File: config.mk
export PLATFORM = sky130hd
export DESIGN_NAME = lpht_ctrl
export DESIGN_NICKNAME = d
export VERILOG_FILES = /design/src/rtl/lpht_pkg.sv /design/src/rtl/lpht_ctrl.sv
export SDC_FILE = /design/constraint.sdc
export NUM_CORES = 1
export LEC_CHECK = 0
export ABC_AREA = 1
export BUFFER_PORTS_ARGS = -buffer_cell sky130_fd_sc_hd__buf_2
export CAP_MARGIN = 20
export CORE_MARGIN = 2
export CORE_UTILIZATION = 47
export CTS_CLUSTER_DIAMETER = 50
export CTS_CLUSTER_SIZE = 12
export DETAILED_ROUTE_END_ITERATION = 8
export GPL_TIMING_DRIVEN = 0
export PLACE_DENSITY = 0.78
export SLEW_MARGIN = 20
export SYNTH_ARGS = -nofsm -noshare
export SYNTH_HDL_FRONTEND = slang
export SYNTH_SLANG_ARGS = --single-unit
File: constraint.sdc
create_clock -name clk -period 4.6 [get_ports clk]
set_clock_uncertainty 0.05 [all_clocks]
set_input_delay 0.46 -clock clk [delete_from_list [all_inputs] [get_ports clk]]
set_output_delay 0.46 -clock clk [all_outputs]
set_load 0.1 [all_outputs]
File: src/rtl/lpht_pkg.sv
package lpht_pkg;

  // table geometry
  localparam int TABLE_SLOTS = 2048;
  localparam int SLOT_W      = (TABLE_SLOTS > 1) ? $clog2(TABLE_SLOTS) : 1;
  localparam bit SLOTS_POW2  = ((TABLE_SLOTS & (TABLE_SLOTS - 1)) == 0);

  // fixed field widths
  localparam int IDX_W   = 11;
  localparam int BREF_W  = 11;
  localparam int CHECK_W = 64;
  localparam int HOME_W  = 32;

  // slot tags
  typedef enum logic [1:0] {
    TAG_NEVER = 2'd0,
    TAG_USED  = 2'd1,
    TAG_FREED = 2'd2
  } tag_t;

  // result status codes
  localparam logic [1:0] ST_OK       = 2'd0;
  localparam logic [1:0] ST_NOTFOUND = 2'd1;
  localparam logic [1:0] ST_DUP      = 2'd2;
  localparam logic [1:0] ST_FULL     = 2'd3;

  // operation codes
  localparam logic [1:0] OP_LOOKUP = 2'd0;
  localparam logic [1:0] OP_INSERT = 2'd1;
  localparam logic [1:0] OP_DELETE = 2'd2;

  // one slot of the table
  typedef struct packed {
    tag_t                tag;
    logic [CHECK_W-1:0]  checks;
    logic [BREF_W-1:0]   blk;
  } entry_t;

  // access request from control to slot memory
  typedef struct packed {
    logic               we;
    logic [SLOT_W-1:0]  waddr;
    entry_t             wdata;
    logic [SLOT_W-1:0]  raddr;
  } ram_req_t;

  // slot number to the fixed-width index field
  function automatic logic [IDX_W-1:0] slot_to_idx(input logic [SLOT_W-1:0] s);
    logic [SLOT_W+IDX_W-1:0] w;
    w = {{IDX_W{1'b0}}, s};
    return w[IDX_W-1:0];
  endfunction

  // next slot with wrap-around
  function automatic logic [SLOT_W-1:0] next_slot(input logic [SLOT_W-1:0] s);
    return (s == SLOT_W'(TABLE_SLOTS - 1)) ? '0 : s + 1'b1;
  endfunction

endpackage

File: src/rtl/lpht_ctrl.sv
module lpht_ctrl (
  input  logic                              clk,
  input  logic                              rst_n,
  // request item
  input  logic                              in_valid,
  output logic                              in_ready,
  input  logic [1:0]                        in_op,
  input  logic [lpht_pkg::HOME_W-1:0]       in_home,
  input  logic [lpht_pkg::CHECK_W-1:0]      in_key,
  input  logic [lpht_pkg::BREF_W-1:0]       in_bref,
  // result item
  output logic                              out_valid,
  input  logic                              out_ready,
  output logic [1:0]                        out_status,
  output logic [lpht_pkg::IDX_W-1:0]        out_slot,
  output logic [lpht_pkg::BREF_W-1:0]       out_blk,
  // slot memory
  output lpht_pkg::ram_req_t                ram_req,
  input  lpht_pkg::entry_t                  ram_rdata
);

  typedef enum logic [5:0] {
    S_CLEAR = 6'b000001,
    S_IDLE  = 6'b000010,
    S_MOD   = 6'b000100,
    S_START = 6'b001000,
    S_PROBE = 6'b010000,
    S_DONE  = 6'b100000
  } state_t;

  localparam logic [lpht_pkg::SLOT_W-1:0] LAST_SLOT = lpht_pkg::SLOT_W'(lpht_pkg::TABLE_SLOTS - 1);
  localparam logic [lpht_pkg::SLOT_W:0]   SLOTS_EXT = (lpht_pkg::SLOT_W + 1)'(lpht_pkg::TABLE_SLOTS);

  state_t                           state_r, state_nxt;
  logic [lpht_pkg::SLOT_W-1:0]      clr_r, clr_nxt;
  logic [lpht_pkg::SLOT_W-1:0]      p_r, p_nxt;
  logic [lpht_pkg::SLOT_W-1:0]      n_r, n_nxt;
  logic [lpht_pkg::SLOT_W-1:0]      free_r, free_nxt;
  logic                             free_vld_r, free_vld_nxt;
  logic [1:0]                       op_r, op_nxt;
  logic [lpht_pkg::CHECK_W-1:0]     key_r, key_nxt;
  logic [lpht_pkg::BREF_W-1:0]      bref_r, bref_nxt;
  logic [lpht_pkg::HOME_W-1:0]      home_r, home_nxt;
  logic [lpht_pkg::SLOT_W-1:0]      rem_r, rem_nxt;
  logic [2:0]                       mcnt_r, mcnt_nxt;
  logic [1:0]                       res_status_r, res_status_nxt;
  logic [lpht_pkg::IDX_W-1:0]       res_slot_r, res_slot_nxt;
  logic [lpht_pkg::BREF_W-1:0]      res_blk_r, res_blk_nxt;
  logic                             out_valid_r, out_valid_nxt;
  logic [1:0]                       out_status_r, out_status_nxt;
  logic [lpht_pkg::IDX_W-1:0]       out_slot_r, out_slot_nxt;
  logic [lpht_pkg::BREF_W-1:0]      out_blk_r, out_blk_nxt;

  // probe evaluation
  logic                             is_free, is_hit, is_never, is_last, stop;
  logic                             fok;
  logic [lpht_pkg::SLOT_W-1:0]      fslot;
  logic [lpht_pkg::SLOT_W-1:0]      rem_step;

  // remainder of the top four home bits, one conditional subtract per bit
  always_comb begin
    logic [lpht_pkg::SLOT_W:0] t;
    logic [lpht_pkg::SLOT_W-1:0] r;
    r = rem_r;
    for (int i = 3; i >= 0; i--) begin
      t = {r, home_r[lpht_pkg::HOME_W-4+i]};
      if (t >= SLOTS_EXT) begin
        t = t - SLOTS_EXT;
      end
      r = t[lpht_pkg::SLOT_W-1:0];
    end
    rem_step = r;
  end

  assign is_never = (ram_rdata.tag == lpht_pkg::TAG_NEVER);
  assign is_free  = (ram_rdata.tag != lpht_pkg::TAG_USED);
  assign is_hit   = (ram_rdata.tag == lpht_pkg::TAG_USED) && (ram_rdata.checks == key_r);
  assign is_last  = (n_r == LAST_SLOT);
  assign stop     = is_hit || is_never || is_last;
  assign fok      = free_vld_r || is_free;
  assign fslot    = free_vld_r ? free_r : p_r;

  assign in_ready = (state_r == S_IDLE);

  // next-state and datapath
  always_comb begin
    state_nxt      = state_r;
    clr_nxt        = clr_r;
    p_nxt          = p_r;
    n_nxt          = n_r;
    free_nxt       = free_r;
    free_vld_nxt   = free_vld_r;
    op_nxt         = op_r;
    key_nxt        = key_r;
    bref_nxt       = bref_r;
    home_nxt       = home_r;
    rem_nxt        = rem_r;
    mcnt_nxt       = mcnt_r;
    res_status_nxt = res_status_r;
    res_slot_nxt   = res_slot_r;
    res_blk_nxt    = res_blk_r;
    out_status_nxt = out_status_r;
    out_slot_nxt   = out_slot_r;
    out_blk_nxt    = out_blk_r;
    out_valid_nxt  = out_valid_r;

    ram_req.we     = 1'b0;
    ram_req.waddr  = p_r;
    ram_req.wdata  = '0;
    ram_req.raddr  = p_r;

    // result taken downstream
    if (out_valid_r && out_ready) begin
      out_valid_nxt = 1'b0;
    end

    case (state_r)
      // sweep all slots to never used after reset
      S_CLEAR: begin
        ram_req.we    = 1'b1;
        ram_req.waddr = clr_r;
        ram_req.wdata = '0;
        clr_nxt       = lpht_pkg::next_slot(clr_r);
        if (clr_r == LAST_SLOT) begin
          state_nxt = S_IDLE;
        end
      end

      // take a request item
      S_IDLE: begin
        if (in_valid) begin
          op_nxt   = in_op;
          key_nxt  = in_key;
          bref_nxt = in_bref;
          home_nxt = in_home;
          rem_nxt  = '0;
          mcnt_nxt = '0;
          if (lpht_pkg::SLOTS_POW2) begin
            p_nxt     = in_home[lpht_pkg::SLOT_W-1:0];
            state_nxt = S_START;
          end else begin
            state_nxt = S_MOD;
          end
        end
      end

      // home index reduced four bits per cycle
      S_MOD: begin
        rem_nxt  = rem_step;
        home_nxt = {home_r[lpht_pkg::HOME_W-5:0], 4'b0000};
        mcnt_nxt = mcnt_r + 3'd1;
        if (mcnt_r == 3'd7) begin
          p_nxt     = rem_step;
          state_nxt = S_START;
        end
      end

      // read the home slot
      S_START: begin
        ram_req.raddr = p_r;
        n_nxt         = '0;
        free_vld_nxt  = 1'b0;
        state_nxt     = S_PROBE;
      end

      // one slot checked per cycle, next one read ahead
      S_PROBE: begin
        ram_req.raddr = lpht_pkg::next_slot(p_r);
        if (is_free && !free_vld_r) begin
          free_nxt     = p_r;
          free_vld_nxt = 1'b1;
        end
        if (!stop) begin
          p_nxt = lpht_pkg::next_slot(p_r);
          n_nxt = n_r + 1'b1;
        end else begin
          state_nxt = S_DONE;
          if (op_r == lpht_pkg::OP_INSERT) begin
            if (is_hit) begin
              res_status_nxt = lpht_pkg::ST_DUP;
              res_slot_nxt   = lpht_pkg::slot_to_idx(p_r);
              res_blk_nxt    = ram_rdata.blk;
            end else if (fok) begin
              ram_req.we          = 1'b1;
              ram_req.waddr       = fslot;
              ram_req.wdata.tag    = lpht_pkg::TAG_USED;
              ram_req.wdata.checks = key_r;
              ram_req.wdata.blk    = bref_r;
              res_status_nxt      = lpht_pkg::ST_OK;
              res_slot_nxt        = lpht_pkg::slot_to_idx(fslot);
              res_blk_nxt         = bref_r;
            end else begin
              res_status_nxt = lpht_pkg::ST_FULL;
              res_slot_nxt   = '0;
              res_blk_nxt    = '0;
            end
          end else if (is_hit) begin
            res_status_nxt = lpht_pkg::ST_OK;
            res_slot_nxt   = lpht_pkg::slot_to_idx(p_r);
            res_blk_nxt    = ram_rdata.blk;
            // delete leaves a tombstone, keeping the rest of the slot
            if (op_r == lpht_pkg::OP_DELETE) begin
              ram_req.we           = 1'b1;
              ram_req.waddr        = p_r;
              ram_req.wdata.tag    = lpht_pkg::TAG_FREED;
              ram_req.wdata.checks = ram_rdata.checks;
              ram_req.wdata.blk    = ram_rdata.blk;
            end
          end else begin
            res_status_nxt = lpht_pkg::ST_NOTFOUND;
            res_slot_nxt   = '0;
            res_blk_nxt    = '0;
          end
        end
      end

      // hand the result to the output register
      S_DONE: begin
        if (!out_valid_r || out_ready) begin
          out_valid_nxt  = 1'b1;
          out_status_nxt = res_status_r;
          out_slot_nxt   = res_slot_r;
          out_blk_nxt    = res_blk_r;
          state_nxt      = S_IDLE;
        end
      end

      default: begin
        state_nxt = S_IDLE;
      end
    endcase
  end

  // control registers
  always_ff @(posedge clk) begin
    if (!rst_n) begin
      state_r     <= S_CLEAR;
      clr_r       <= '0;
      out_valid_r <= 1'b0;
    end else begin
      state_r     <= state_nxt;
      clr_r       <= clr_nxt;
      out_valid_r <= out_valid_nxt;
    end
  end

  // payload registers
  always_ff @(posedge clk) begin
    p_r          <= p_nxt;
    n_r          <= n_nxt;
    free_r       <= free_nxt;
    free_vld_r   <= free_vld_nxt;
    op_r         <= op_nxt;
    key_r        <= key_nxt;
    bref_r       <= bref_nxt;
    home_r       <= home_nxt;
    rem_r        <= rem_nxt;
    mcnt_r       <= mcnt_nxt;
    res_status_r <= res_status_nxt;
    res_slot_r   <= res_slot_nxt;
    res_blk_r    <= res_blk_nxt;
    out_status_r <= out_status_nxt;
    out_slot_r   <= out_slot_nxt;
    out_blk_r    <= out_blk_nxt;
  end

  assign out_valid  = out_valid_r;
  assign out_status = out_status_r;
  assign out_slot   = out_slot_r;
  assign out_blk    = out_blk_r;

endmodule

# Word level (Yosys, flattened, before mapping)
# Cells that the tools add are included.
# Widths: inputs -> output; s select.
[op_classes] magnitude_cmp=4 reduce_logical=22 bitwise_logic=0 muxes=50 multipliers=0 add_sub_neg=8 n_div=0 eq_ne=22 shifts=0
[ops] op="$mux 89" n=6
[ops] op="$mux 11" n=21
[ops] op="$pmux 89 s2" n=1
[ops] op="$eq 64x64->1" n=1
[ops] op="$pmux 32 s2" n=1
[ops] op="$ge 12x12->1 const B" n=4
[ops] op="$pmux 11 s2" n=2
[ops] op="$sub 11x1->11 const B" n=4
[ops] op="$pmux 6 s6" n=1
[ops] op="$add 11x1->11 const B" n=3
[ops] op="$eq 11x11->1 const B" n=3
[ops] op="$pmux 11 s3" n=1
[ops] op="$mux 32" n=1
[ops] op="$mux 6" n=5
[ops] op="$ne 2x2->1 const B" n=7
[ops] op="$reduce_and 2->1" n=7
[ops] op="$eq 6x1->1 const B" n=1
[ops] op="$eq 6x2->1 const B" n=1
[ops] op="$eq 6x3->1 const B" n=1
[ops] op="$eq 6x4->1 const B" n=1
[ops] op="$eq 6x5->1 const B" n=1
[ops] op="$eq 6x6->1 const B" n=1
[ops] op="$mux 2" n=3
[ops] op="$pmux 3 s2" n=1
[ops] op="16 further kinds" n=28
[word_totals] latch_bits=0 n_memories=0 word_cells=125 mem_bits_ro=0 inputBits=190 ramBits=0 regBits=223

# Longest topological paths before layout
[logic_depth] depth_word=10 depth_mapped=14 ltp_nobuf=14

# Worst setup path before layout
# Ideal clock, no wire load.
[synth_path] path_kind="flip-flop to flip-flop" start="register state_r[5]" end="register bref_r[0] in the netlist's numbering (enable)" t_required_ns=4.037 synth_period_minus_slack_ns=4.446 path_buffers=0 setup_time_ns=0.513 t_arrival_ns=3.883 stages_incl_launch_ff=4 path_slack_ns=0.154 path_cell_list="dfxtp_1 > inv_1 > nand4_1 > nor2_1"
[synth_via] elab_chain_cells=2
[synth_lines] item="start, declared" line_no="lpht_ctrl.sv:34" rtl="state_t state_r, state_nxt;"
[synth_lines] item="start signal, assigned" line_no="lpht_ctrl.sv:241" rtl="state_r <= state_nxt;"
[synth_lines] item="$eq 6x2->1" line_no="lpht_ctrl.sv:117" rtl="case (state_r)"
[synth_lines] item="$reduce_and 2->1 (no line)"
[synth_lines] item="end signal, assigned" line_no="lpht_ctrl.sv:255" rtl="bref_r <= bref_nxt;"
[synth_lines] item="end, declared" line_no="lpht_ctrl.sv:42" rtl="logic [lpht_pkg::BREF_W-1:0] bref_r, bref_nxt;"
# Every way passes these cells.
# A chain may end at the register's enable or synchronous reset.

==> impl_metrics.json <==
{
  "status": "complete, no violations",
  "dr.pass1.iters": 6,
  "dp_hpwl_mm": 25.7,
  "slew_headroom_pct": 45.6,
  "regToRegEndpoint": "p_r[8]",
  "p_int_w": 0.00263,
  "die_y_um": 149,
  "drv_cap": 0,
  "syn-cell-area_mm2": 0.00983,
  "async_flop_share_pct": 0,
  "syn_nets": 1375,
  "power_density_mw_per_mm2": 306,
  "track_usage_pct": 28.9,
  "clk_pin_slew_ns": 0.08,
  "p_sw_share_pct": 30.4,
  "synth_edf_count": 159,
  "end_kind": "output pin",
  "fillers": 1807,
  "min-delay-start": "in_key[40]",
  "holdPathEnd": "key_r[40]",
  "cts_tree": "done",
  "cts_hold_buf": 0,
  "ant_nets": 0,
  "reg2reg_from": "n_r[0]",
  "antenna_found_initial": 2,
  "holdWs_ns": 0.133,
  "syn2layout_area_growth_pct": 25.7,
  "yosys.area.top_type": "edfxtp_1",
  "cts_buffers": 17,
  "vdd_ir_drop_max_uv": 245,
  "yosys_register_bits": 176,
  "syn_area_per_cell_um2": 8.31,
  "port_buffers": 294,
  "fin_crit_sh_pct": 85.6,
  "cts_setup_buffers": 0,
  "vias": 9572,
  "routedWlPerCell_um": 18.0,
  "worstSetupPathType": "reg -> out",
  "yosysSeqAreaShare_pct": 52.0,
  "r2r_cells": 10,
  "initial_core_util_pct": 48.3,
  "rrSetupSlack_ns": 1.82,
  "die_x_um": 149,
  "wl_mm": 32.1,
  "stdcell_area_mm2": 0.0124,
  "rsz0062_at_grt": "false",
  "grt_max_degree": 34,
  "tightest_slew_ns": 0.809,
  "first_global_vias": 9006,
  "seqCellArea_mm2": 0.00511,
  "clkPwrFrac_pct": 39.0,
  "place_congestion": 0.981,
  "p_leak_nw": 5.85,
  "clock-root-buffer": "clkbuf_16",
  "core_mm2": 0.0204,
  "fmax_mhz": 254,
  "multiInputGateArea_mm2": 0.00385,
  "netlist_instances": 1182,
  "fin_crit_ns": 3.94,
  "h-tree-depth": 4,
  "tns_ns": 0,
  "yosysWarnings": 0,
  "synth_top_cells_by_count": "nand2_1, edfxtp_1, inv_1",
  "crit_fanout": 33,
  "viasPerCell": 5.36,
  "start_kind": "flop",
  "synth_area_leaders": "edfxtp_1, nand2_1, inv_1",
  "io_pins": 316,
  "grt_pass1_wl_mm": 48.1,
  "cts_buffer_depth": 2,
  "hold_path_class": "in -> reg",
  "detail_route.iter0.violations": 969,
  "ys_types": 42,
  "place_area_mm2": 0.0117,
  "yosysTopAreaCellShare_pct": 48.6,
  "final_layout_size_suffix_gt1_share_pct": 29.1,
  "crit_required_ns": 4.09,
  "hold_violations": 0,
  "setup_viol": 0,
  "die-area_mm2": 0.0221,
  "clk_latency_ns": 0.45,
  "hold-path-cell-count": 1,
  "numClockSinks": 176,
  "rows": 52,
  "p_seq_share_pct": 46.7,
  "worst_ep_arrival_time_ns": 3.43,
  "drv_slew": 0,
  "power_frac_comb_pct": 14.3,
  "gr-total-overflow": 0,
  "power.switching_w": 0.00115,
  "yosys.cell_count.top_type": "nand2_1",
  "cts_resized": 0,
  "ys.flop_type": "edfxtp_1",
  "route.detailed.drc": 0,
  "fin_nets": 1694
}
==> final cells by class <==
cell class	instances	share of cell area (%)
multi-input cells	789	31.2
clock buffers	17	3.44
inverters	179	5.44
flip-flops and latches	176	41.4
well taps	270	2.73
plain buffers	38	1.72
clock inverters	15	1.44
diodes	3	0.0608
repair buffers	300	12.6
==> logic make-up after synthesis <==
| group | count (synthesis) | share of synthesized area, % |
|---|---|---|
| xor gates and xnor gates | 19 | 1.69 |
| adders and majority gates | 3 | 0.382 |
| AOI/OAI and AO/OA | 154 | 10.1 |
| and+or+nand+nor | 613 | 26.8 |
| DFF | 176 | 52.0 |
| buffers and inverters | 217 | 9.00 |
==> layout by cell type (no fill, tap or decap), types with 18 or more instances in the layout <==
cell	Yosys	layout
inv_1	159	159
nor2_1	114	113
edfxtp_1	159	159
a21oi_1	33	32
nand2_1	333	333
nand3_1	106	106
nand4_1	18	18
buf_2	17	314
o21ai_0	44	44
o21ai_2	46	46
==> per-layer routing <==
| layer | vias to the layer above | GRT usage (%) | wire length [um] |
|---|---|---|---|
| li1 | 4527 | - | - |
| met5 | - | 0 | 0 |
| met4 | 0 | 12.5 | 1200 |
| met1 | 4372 | 36.6 | 12600 |
| met3 | 81 | 5.61 | 2960 |
| met2 | 592 | 48.3 | 15400 |
==> worst max-delay path: stages (launching register included) <==
cell and delay [ns]:
edfxtp_1 0.41, xnor2_1 0.43, nand2_1 0.11, nor2_1 0.11, nand2_1 0.06, nor2_1 0.17
nand3_2 0.22, a21oi_4 0.29, buf_4 0.45, nand3_1 0.15, o21ai_2 0.11, buf_2 0.45
==> worst max path at each step <==
stage	start	end	slack [ns]	cells after the start
after floorplan	state_r[5]	bref_r[0]	0.15	3
after global placement	state_r[3]	key_r[36]	-1.70	3
after detailed placement	ram_rdata[67]	ram_req[38]	0.99	12
after CTS	key_r[56]	ram_req[38]	0.69	11
after global routing	key_r[26]	ram_req[57]	0.47	12
final	key_r[56]	ram_req[38]	0.66	11
==> flip-flops by register name (all words and copies together), names as in the netlist <==
name and flops:
bref_r 11, n_r 11, res_blk_r 11, out_valid 1, out_slot 11, out_blk 11, state_r 5, clr_r 11
p_r 11, free_r 11, op_r 2, res_slot_r 11, res_status_r 2, free_vld_r 1, key_r 64, out_status 2
==> power by group through the flow <==
stage	Sequential (W)	Clock (W)	Combinational [W]
2_1_floorplan	0.00180	0	0.000356
3_3_place_gp	0.00180	0	0.000524
3_5_place_dp	0.00180	0	0.000534
4_1_cts	0.00176	0.00148	0.000536
5_1_grt	0.00177	0.00155	0.000581
6_report	0.00176	0.00147	0.000542
==> stage by stage <==
stage	utilization, %	power, W	setup slack, ns	instances
3_5_place_dp	57.6	0.00233	0.993	1752
5_1_grt	60.6	0.00390	0.470	1786
2_1_floorplan	-	0.00215	0.154	1182
3_3_place_gp	57.1	0.00232	-1.70	1746
6_report	60.7	0.00378	0.660	1787
4_1_cts	60.6	0.00378	0.686	1784
(Power assumes the default switching activity.)
